--- src/design/pcifd_pkg.sv ---
// Shared types, codes and the opcode table lookup for the instruction field decoder.
package pcifd_pkg;

    localparam int WIN_W = 67;

    typedef enum logic [3:0] {
        MODE_OPCODE    = 4'd0,
        MODE_REGISTER  = 4'd1,
        MODE_DIRECTION = 4'd2,
        MODE_CONDITION = 4'd3,
        MODE_ADDRESS   = 4'd4,
        MODE_ZCONST    = 4'd5,
        MODE_SCONST    = 4'd6,
        MODE_SHIFT     = 4'd7,
        MODE_SIZE      = 4'd8,
        MODE_POINTER   = 4'd9
    } mode_t;

    localparam logic [6:0] SZ_NONE  = 7'd0;
    localparam logic [6:0] SZ_BIT   = 7'd1;
    localparam logic [6:0] SZ_BYTE  = 7'd8;
    localparam logic [6:0] SZ_HALF  = 7'd16;
    localparam logic [6:0] SZ_WORD  = 7'd32;
    localparam logic [6:0] SZ_DWORD = 7'd64;

    typedef struct packed {
        logic [6:0]  used;
        logic [6:0]  psize;
        logic        sign_ext;
        logic [6:0]  small_val;
        logic [63:0] raw;
    } decode_t;

    typedef struct packed {
        logic [5:0] id;
        logic [6:0] len;
    } opcode_t;

    function automatic opcode_t opcode_lookup(input logic [6:0] code);
        opcode_t r;
        logic [6:0] rel;
        rel = 7'd0;
        priority if (code < 7'd64) begin
            r.id  = {3'b000, code[5:3]};
            r.len = 7'd4;
        end
        else if (code < 7'd72) begin
            r.id  = 6'd8;
            r.len = 7'd4;
        end
        else if (code < 7'd76) begin
            r.id  = 6'd9;
            r.len = 7'd5;
        end
        else if (code < 7'd80) begin
            r.id  = 6'd10;
            r.len = 7'd5;
        end
        else if (code < 7'd88) begin
            r.id  = 6'd11;
            r.len = 7'd4;
        end
        else if (code < 7'd96) begin
            r.id  = 6'd12;
            r.len = 7'd4;
        end
        else if (code < 7'd112) begin
            rel   = code - 7'd96;
            r.id  = 6'd13 + {3'b000, rel[3:1]};
            r.len = 7'd6;
        end
        else begin
            rel   = code - 7'd112;
            r.id  = 6'd21 + {2'b00, rel[3:0]};
            r.len = 7'd7;
        end
        return r;
    endfunction

endpackage

--- src/design/pcifd_decode.sv ---
// Field decode: opcode lookup, header parse and payload alignment.
module pcifd_decode (
    input  logic [3:0]                  mode,
    input  logic [pcifd_pkg::WIN_W-1:0] window,
    output pcifd_pkg::decode_t          dec
);

    pcifd_pkg::opcode_t op;
    logic [2:0]  head;
    logic [1:0]  off;
    logic [63:0] aligned;

    assign op   = pcifd_pkg::opcode_lookup(window[66:60]);
    assign head = window[66:64];

    always_comb
    begin
        unique case (off)
            2'd1:    aligned = window[65:2];
            2'd2:    aligned = window[64:1];
            default: aligned = window[63:0];
        endcase
    end

    always_comb
    begin
        dec           = '0;
        off           = 2'd3;
        dec.raw       = aligned;
        unique case (pcifd_pkg::mode_t'(mode))
            pcifd_pkg::MODE_OPCODE:
            begin
                dec.small_val = {1'b0, op.id};
                dec.used      = op.len;
            end
            pcifd_pkg::MODE_REGISTER, pcifd_pkg::MODE_CONDITION:
            begin
                dec.small_val = {4'b0, head};
                dec.used      = 7'd3;
            end
            pcifd_pkg::MODE_DIRECTION:
            begin
                dec.small_val = {6'b0, head[2]};
                dec.used      = 7'd1;
            end
            pcifd_pkg::MODE_POINTER:
            begin
                dec.small_val = {5'b0, head[2:1]};
                dec.used      = 7'd2;
            end
            pcifd_pkg::MODE_SHIFT:
            begin
                if (window[66])
                begin
                    dec.small_val = 7'd1;
                    dec.used      = 7'd1;
                end
                else
                begin
                    dec.small_val = {1'b0, window[65:60]};
                    dec.used      = 7'd7;
                end
            end
            pcifd_pkg::MODE_SIZE:
            begin
                if (!head[2])
                begin
                    dec.small_val = head[1] ? 7'd4 : 7'd1;
                    dec.used      = 7'd2;
                end
                else
                begin
                    dec.small_val = 7'd8 << head[1:0];
                    dec.used      = 7'd3;
                end
            end
            pcifd_pkg::MODE_ADDRESS, pcifd_pkg::MODE_ZCONST, pcifd_pkg::MODE_SCONST:
            begin
                dec.sign_ext = (pcifd_pkg::mode_t'(mode) != pcifd_pkg::MODE_ZCONST);
                priority if (!head[2])
                begin
                    off       = 2'd1;
                    dec.psize = (pcifd_pkg::mode_t'(mode) == pcifd_pkg::MODE_ADDRESS)
                                ? pcifd_pkg::SZ_BYTE : pcifd_pkg::SZ_BIT;
                end
                else if (!head[1])
                begin
                    off       = 2'd2;
                    dec.psize = (pcifd_pkg::mode_t'(mode) == pcifd_pkg::MODE_ADDRESS)
                                ? pcifd_pkg::SZ_HALF : pcifd_pkg::SZ_BYTE;
                end
                else
                begin
                    off       = 2'd3;
                    dec.psize = head[0] ? pcifd_pkg::SZ_DWORD : pcifd_pkg::SZ_WORD;
                end
                dec.used = {5'b0, off} + dec.psize;
            end
            default:
            begin
                dec.used = 7'd0;
            end
        endcase
    end

endmodule

--- src/design/prefix_coded_instruction_field_decoder.sv ---
// Top level of the prefix-coded instruction field decoder.
//
// Usage: present one field per transaction on the slave stream. s_axis_tuser
// carries the field kind; s_axis_tdata carries the bit position and the
// 67-bit stream window that starts at that position. Each transaction
// produces exactly one result transaction on the master stream: decoded
// value, payload size, bits consumed and next bit position.
//
// An accepted transaction passes in order through an input stage, a decode
// stage (opcode table, header parse, payload alignment) and an output stage
// (payload extension and position add) before m_axis_tvalid rises. One
// transaction enters per cycle; throughput is one result per cycle while the
// receiver takes it.
//
// When the receiver stalls, the output stage holds its result and bubbles
// in front of it are squeezed out; s_axis_tready drops once all three stages
// are full. Nothing is dropped or repeated. Reset empties all stages.
module prefix_coded_instruction_field_decoder #(
    parameter int POSITION_WIDTH = 64
) (
    input  logic                clk,
    input  logic                rst_n,
    input  logic                s_axis_tvalid,
    output logic                s_axis_tready,
    // tdata: bit_position, window_first[63:0], window_rest[2:0], zero fill
    input  logic [((POSITION_WIDTH + 67 + 7) / 8) * 8 - 1:0] s_axis_tdata,
    // tuser: mode[3:0]
    input  logic [3:0]          s_axis_tuser,
    output logic                m_axis_tvalid,
    input  logic                m_axis_tready,
    // tdata: field_value[63:0], payload_size[6:0], bits_consumed[6:0],
    //        next_position, zero fill
    output logic [((POSITION_WIDTH + 78 + 7) / 8) * 8 - 1:0] m_axis_tdata
);

    localparam int PW    = POSITION_WIDTH;
    localparam int IN_W  = ((PW + 67 + 7) / 8) * 8;
    localparam int OUT_W = ((PW + 78 + 7) / 8) * 8;

    logic                         s1_valid_reg;
    logic [3:0]                   s1_mode_reg;
    logic [PW-1:0]                s1_pos_reg;
    logic [pcifd_pkg::WIN_W-1:0]  s1_win_reg;

    logic                         s2_valid_reg;
    pcifd_pkg::decode_t           s2_dec_reg;
    logic [PW-1:0]                s2_pos_reg;

    logic                         s3_valid_reg;
    logic [63:0]                  s3_value_reg;
    logic [6:0]                   s3_psize_reg;
    logic [6:0]                   s3_used_reg;
    logic [PW-1:0]                s3_pos_reg;

    pcifd_pkg::decode_t           s2_dec_next;
    logic [63:0]                  s3_value_next;
    logic [PW-1:0]                s3_pos_next;

    logic rdy1;
    logic rdy2;
    logic rdy3;

    assign rdy3 = !s3_valid_reg || m_axis_tready;
    assign rdy2 = !s2_valid_reg || rdy3;
    assign rdy1 = !s1_valid_reg || rdy2;

    assign s_axis_tready = rdy1;

    pcifd_decode u_decode (
        .mode   (s1_mode_reg),
        .window (s1_win_reg),
        .dec    (s2_dec_next)
    );

    always_comb
    begin
        unique case (s2_dec_reg.psize)
            pcifd_pkg::SZ_BIT:
                s3_value_next = s2_dec_reg.sign_ext ? {64{s2_dec_reg.raw[63]}}
                                                    : {63'b0, s2_dec_reg.raw[63]};
            pcifd_pkg::SZ_BYTE:
                s3_value_next = {{56{s2_dec_reg.sign_ext & s2_dec_reg.raw[63]}},
                                 s2_dec_reg.raw[63:56]};
            pcifd_pkg::SZ_HALF:
                s3_value_next = {{48{s2_dec_reg.sign_ext & s2_dec_reg.raw[63]}},
                                 s2_dec_reg.raw[63:48]};
            pcifd_pkg::SZ_WORD:
                s3_value_next = {{32{s2_dec_reg.sign_ext & s2_dec_reg.raw[63]}},
                                 s2_dec_reg.raw[63:32]};
            pcifd_pkg::SZ_DWORD:
                s3_value_next = s2_dec_reg.raw;
            default:
                s3_value_next = {57'b0, s2_dec_reg.small_val};
        endcase
    end

    assign s3_pos_next = s2_pos_reg + PW'(s2_dec_reg.used);

    always_ff @(posedge clk or negedge rst_n)
    begin
        if (!rst_n)
        begin
            s1_valid_reg <= 1'b0;
            s2_valid_reg <= 1'b0;
            s3_valid_reg <= 1'b0;
        end
        else
        begin
            if (rdy1)
                s1_valid_reg <= s_axis_tvalid;
            if (rdy2)
                s2_valid_reg <= s1_valid_reg;
            if (rdy3)
                s3_valid_reg <= s2_valid_reg;
        end
    end

    always_ff @(posedge clk)
    begin
        if (s_axis_tvalid && rdy1)
        begin
            s1_mode_reg <= s_axis_tuser;
            s1_pos_reg  <= s_axis_tdata[PW-1:0];
            s1_win_reg  <= {s_axis_tdata[PW+63:PW], s_axis_tdata[PW+66:PW+64]};
        end
        if (s1_valid_reg && rdy2)
        begin
            s2_dec_reg <= s2_dec_next;
            s2_pos_reg <= s1_pos_reg;
        end
        if (s2_valid_reg && rdy3)
        begin
            s3_value_reg <= s3_value_next;
            s3_psize_reg <= s2_dec_reg.psize;
            s3_used_reg  <= s2_dec_reg.used;
            s3_pos_reg   <= s3_pos_next;
        end
    end

    assign m_axis_tvalid = s3_valid_reg;
    assign m_axis_tdata  = OUT_W'({s3_pos_reg, s3_used_reg, s3_psize_reg, s3_value_reg});

    // payload fields always sit behind a nonempty header
    a_payload_after_header: assert property (@(posedge clk) disable iff (!rst_n)
        (m_axis_tvalid && s3_psize_reg != 7'd0) |-> (s3_used_reg > s3_psize_reg))
        else $error("payload size not below bits consumed");

    // fixed-length fields never exceed seven bits
    a_short_field: assert property (@(posedge clk) disable iff (!rst_n)
        (m_axis_tvalid && s3_psize_reg == 7'd0) |-> (s3_used_reg <= 7'd7))
        else $error("short field longer than seven bits");

    // an accepted transaction lands in the input stage
    a_accept_lands: assert property (@(posedge clk) disable iff (!rst_n)
        (s_axis_tvalid && s_axis_tready) |=> s1_valid_reg)
        else $error("accepted transaction lost at input stage");

    // hold the decode stage while the output stage is blocked
    a_decode_holds: assert property (@(posedge clk) disable iff (!rst_n)
        (s2_valid_reg && !rdy3) |=> (s2_valid_reg && $stable(s2_dec_reg)))
        else $error("decode stage changed during stall");

endmodule
--- config.mk ---
export PLATFORM = sky130hd
export DESIGN_NAME = prefix_coded_instruction_field_decoder
export DESIGN_NICKNAME = d
export VERILOG_FILES = /design/src/design/pcifd_pkg.sv /design/src/design/pcifd_decode.sv /design/src/design/prefix_coded_instruction_field_decoder.sv
export SDC_FILE = /design/constraint.sdc
export NUM_CORES = 1
export LEC_CHECK = 0
export BUFFER_PORTS_ARGS = -buffer_cell sky130_fd_sc_hd__buf_2
export CAP_MARGIN = 20
export CORE_AREA = 2 2 184 222
export DETAILED_ROUTE_END_ITERATION = 12
export DIE_AREA = 0 0 186 224
export HOLD_SLACK_MARGIN = 0.12
export PLACE_DENSITY = 0.68
export SETUP_SLACK_MARGIN = 0.4
export SKIP_LAST_GASP = 1
export SYNTH_ARGS = -nofsm -noshare
export SYNTH_HDL_FRONTEND = slang
export SYNTH_SLANG_ARGS = --single-unit
--- constraint.sdc ---
create_clock -name clk -period 4.55 [get_ports clk]
set_clock_uncertainty 0.2 [all_clocks]
set_input_delay 0.91 -clock clk [delete_from_list [all_inputs] [get_ports clk]]
set_output_delay 0.91 -clock clk [all_outputs]
set_load 0.05 [all_outputs]
==> results.yml <==
cts:
  cts_root_buf: "clkbuf_16"
  postCtsResizedCells: 0
  clk_latency_ps: 560
  cts_sinks: 426
  path_clk_slew_ps: 60
  cts-htree-levels: 2
  cts_tree: "built"
  cts_max_path_buffers: 3
  cts_buffers: 43
grt:
  use_met2: 0.321
  grt_pass1_vias: 10700
  grt_pass1_wl_mm: 59.9
  antenna_found_initial: 1
  grt_overflow: 0
  busiest_layer: "met2"
  track_usage: 0.188
  gr-usage-met1: 0.235
  grtUsageMet3: 0.0294
  grt_max_degree: 90
critical_path:
  path_class: "register to register"
  required_ps: 4630
  cp.arrival_ps: 3220
  cp-end-kind: "register"
  worstPathMaxFanout: 14
  start_kind: "register"
synth:
  synth_edf_count: 423
  yosys_warnings: 0
  synthCells: 1222
  syn_avg_cell_area_sq_um: 14.4
  ys_seq_elements: 426
  synth_flop_cell: "edfxtp_1"
  ys_types: 61
  seq_area_frac_synth: 0.724
  syn_area_sq_um: 17700
  async_flop_share: 0.00704
pwr:
  ir_drop_uv: 283
  total_power_mw: 9.79
  p_leak_nw: 7.84
  powerDensity_nw_per_um2: 467
cells_and_area:
  drive_gt1_frac: 0.256
  n_fill_cell: 3251
  largest_register_ffs: 84
  syn2layout_area_growth_pct: 18.9
  fin_nets: 1640
placed_design:
  port_buffers: 280
  dpl.hpwl_mm: 28.0
  finalWeightedCongestion: 0.954
drt:
  wl_per_cell_microns: 19.4
  via_count: 11200
  drc_errors: 0
  drt-total-wl_mm: 39.8
  dr.pass1.iters: 7
  detail-route-antenna-nets: 0
  viasPerCell: 5.49
  drt_iter0_markers: 1018
timing:
  setup_viol: 0
  fin_tns_setup_ps: 0
  finalCritPeriodShare: 0.692
  relSlewSlack: 0.348
  slew_viol_final: 0
  min_period_ps: 3150
  worstMarginPinSlew_ps: 976
  max_freq_mhz: 318
  rsz0062_at_grt: "no"
  hold_viol_final: 0
floorplan:
  io_pins: 290
  die_x_microns: 186
  die_h_microns: 224
  die_area_sq_um: 41700
  rows: 80
  start_util: 0.447
  core_sq_um: 39500
flow_run:
  maxCapViolations: 0
worst_hold_path:
  hold_path.class: "register to register"
outcome:
  status: "finished, final reports clean"
[worst paths after layout]
kind | startpoint | endpoint | slack, ps | depth (start not counted)
setup / recovery | s2_dec_reg[81] | s3_pos_reg[55] | 1400 | 6
hold reg to reg | s1_pos_reg[20] | s2_pos_reg[20] | 220 | 0
hold / removal | s1_pos_reg[20] | s2_pos_reg[20] | 220 | 0
max in group asynchronous | rst_n | s2_valid_reg | 3570 | 2
setup reg to reg | s2_dec_reg[81] | s3_pos_reg[55] | 1400 | 6
min in group asynchronous | rst_n | s1_valid_reg | 470 | 2
[Yosys cell counts, drive strengths merged, types with 2 or more instances]
cell,number,area share
a211oi,3,0.0013
a21o,35,0.015
a21oi,83,0.024
a221o,17,0.0096
a222oi,10,0.0057
a22oi,16,0.0068
and2,6,0.0021
and3,4,0.0014
buf,18,0.0052
clkbuf,65,0.014
dfrtp,3,0.0043
edfxtp,423,0.72
ha,11,0.0078
inv,19,0.0040
mux2,8,0.0051
mux2i,3,0.0017
nand2,43,0.0091
nand2b,9,0.0032
nand3,35,0.010
nand3b,3,0.0013
nand4,16,0.0069
nor2,33,0.0072
nor2b,3,0.0011
nor3,31,0.0099
nor4,19,0.0083
nor4bb,2,0.0011
o211ai,7,0.0030
o21ai,79,0.022
o22ai,65,0.023
o31ai,5,0.0021
or2,4,0.0016
or3,63,0.022
or4,2,0.0011
xnor2,24,0.012
xor2,41,0.020
[through the flow]
stage                     instances   util  hold slack [ps]  setup WS, ps  area [sq um]
after floorplan                1225      -              200           764         17700
after global placement         1970  0.496              201          1530         19600
after detailed placement       1970  0.496              205          1480         19600
after CTS                      2047  0.530              218          1400         21000
after global routing           2049  0.531              220          1180         21000
final                          2049  0.531              215          1400         21000
[per-layer routing]
metal,vias to the layer above,share of wire
met3,88,0.054
met2,441,0.50
met1,5385,0.40
met5,-,0
li1,5327,-
met4,0,0.042
[cell usage in the layout (no fill, tap or decap), types with 17 or more instances in the layout]
cell type / n
edfxtp_1: 423
or3_1: 63
nand3_1: 34
o22ai_1: 65
a21o_1: 35
nor2_1: 32
inv_1: 19
a221o_1: 17
nor3_1: 27
nand2_1: 43
clkbuf_16: 43
buf_2: 280
xor2_1: 41
o21ai_0: 79
xnor2_1: 24
a21oi_1: 81
[power breakdown]
| part | internal [mW] | switching (mW) | leakage, nW | total, mW |
|---|---|---|---|---|
| sequential | 4.80 | 0.228 | 4.15 | 5.03 |
| clock | 1.93 | 1.47 | 0.654 | 3.40 |
| combinational | 0.353 | 1.01 | 3.03 | 1.36 |
| total | 7.09 | 2.70 | 7.84 | 9.79 |
[logic make-up after synthesis]
group           Yosys count  share of synthesized area
compound gates          328                      0.116
xor+xnor                 65                     0.0322
fa+ha+maj                12                    0.00893
buf+inv                 102                     0.0231
flops                   426                      0.724
mux                      11                    0.00680
other cells               1                   0.000212
simple gates            277                     0.0888
[final cells by class]
type	instances	area, sq um	area share
Tap cell	533	667	0.0318
Inverter	19	71.3	0.00340
Antenna cell	1	2.50	0.000119
Clock buffer	54	1120	0.0532
Timing Repair Buffer	297	1580	0.0754
Multi-Input combinational cell	697	4530	0.216
Clock inverter	22	236	0.0113
Sequential cell	426	12800	0.609
[worst max-delay path, stage by stage (launching register included)]
cell	delay, ps
edfxtp_1	410
ha_1	390
o211ai_1	120
o211ai_1	390
nand4_1	660
nor4_1	560
xor2_1	110
[what timing repair did]
action                     CTS  global route
setup endpoints to repair    0             0
hold endpoints to repair     3             0
hold buffers                 1             0
setup buffers                0             0
No activity file was read; power rests on OpenSTA's default activity.
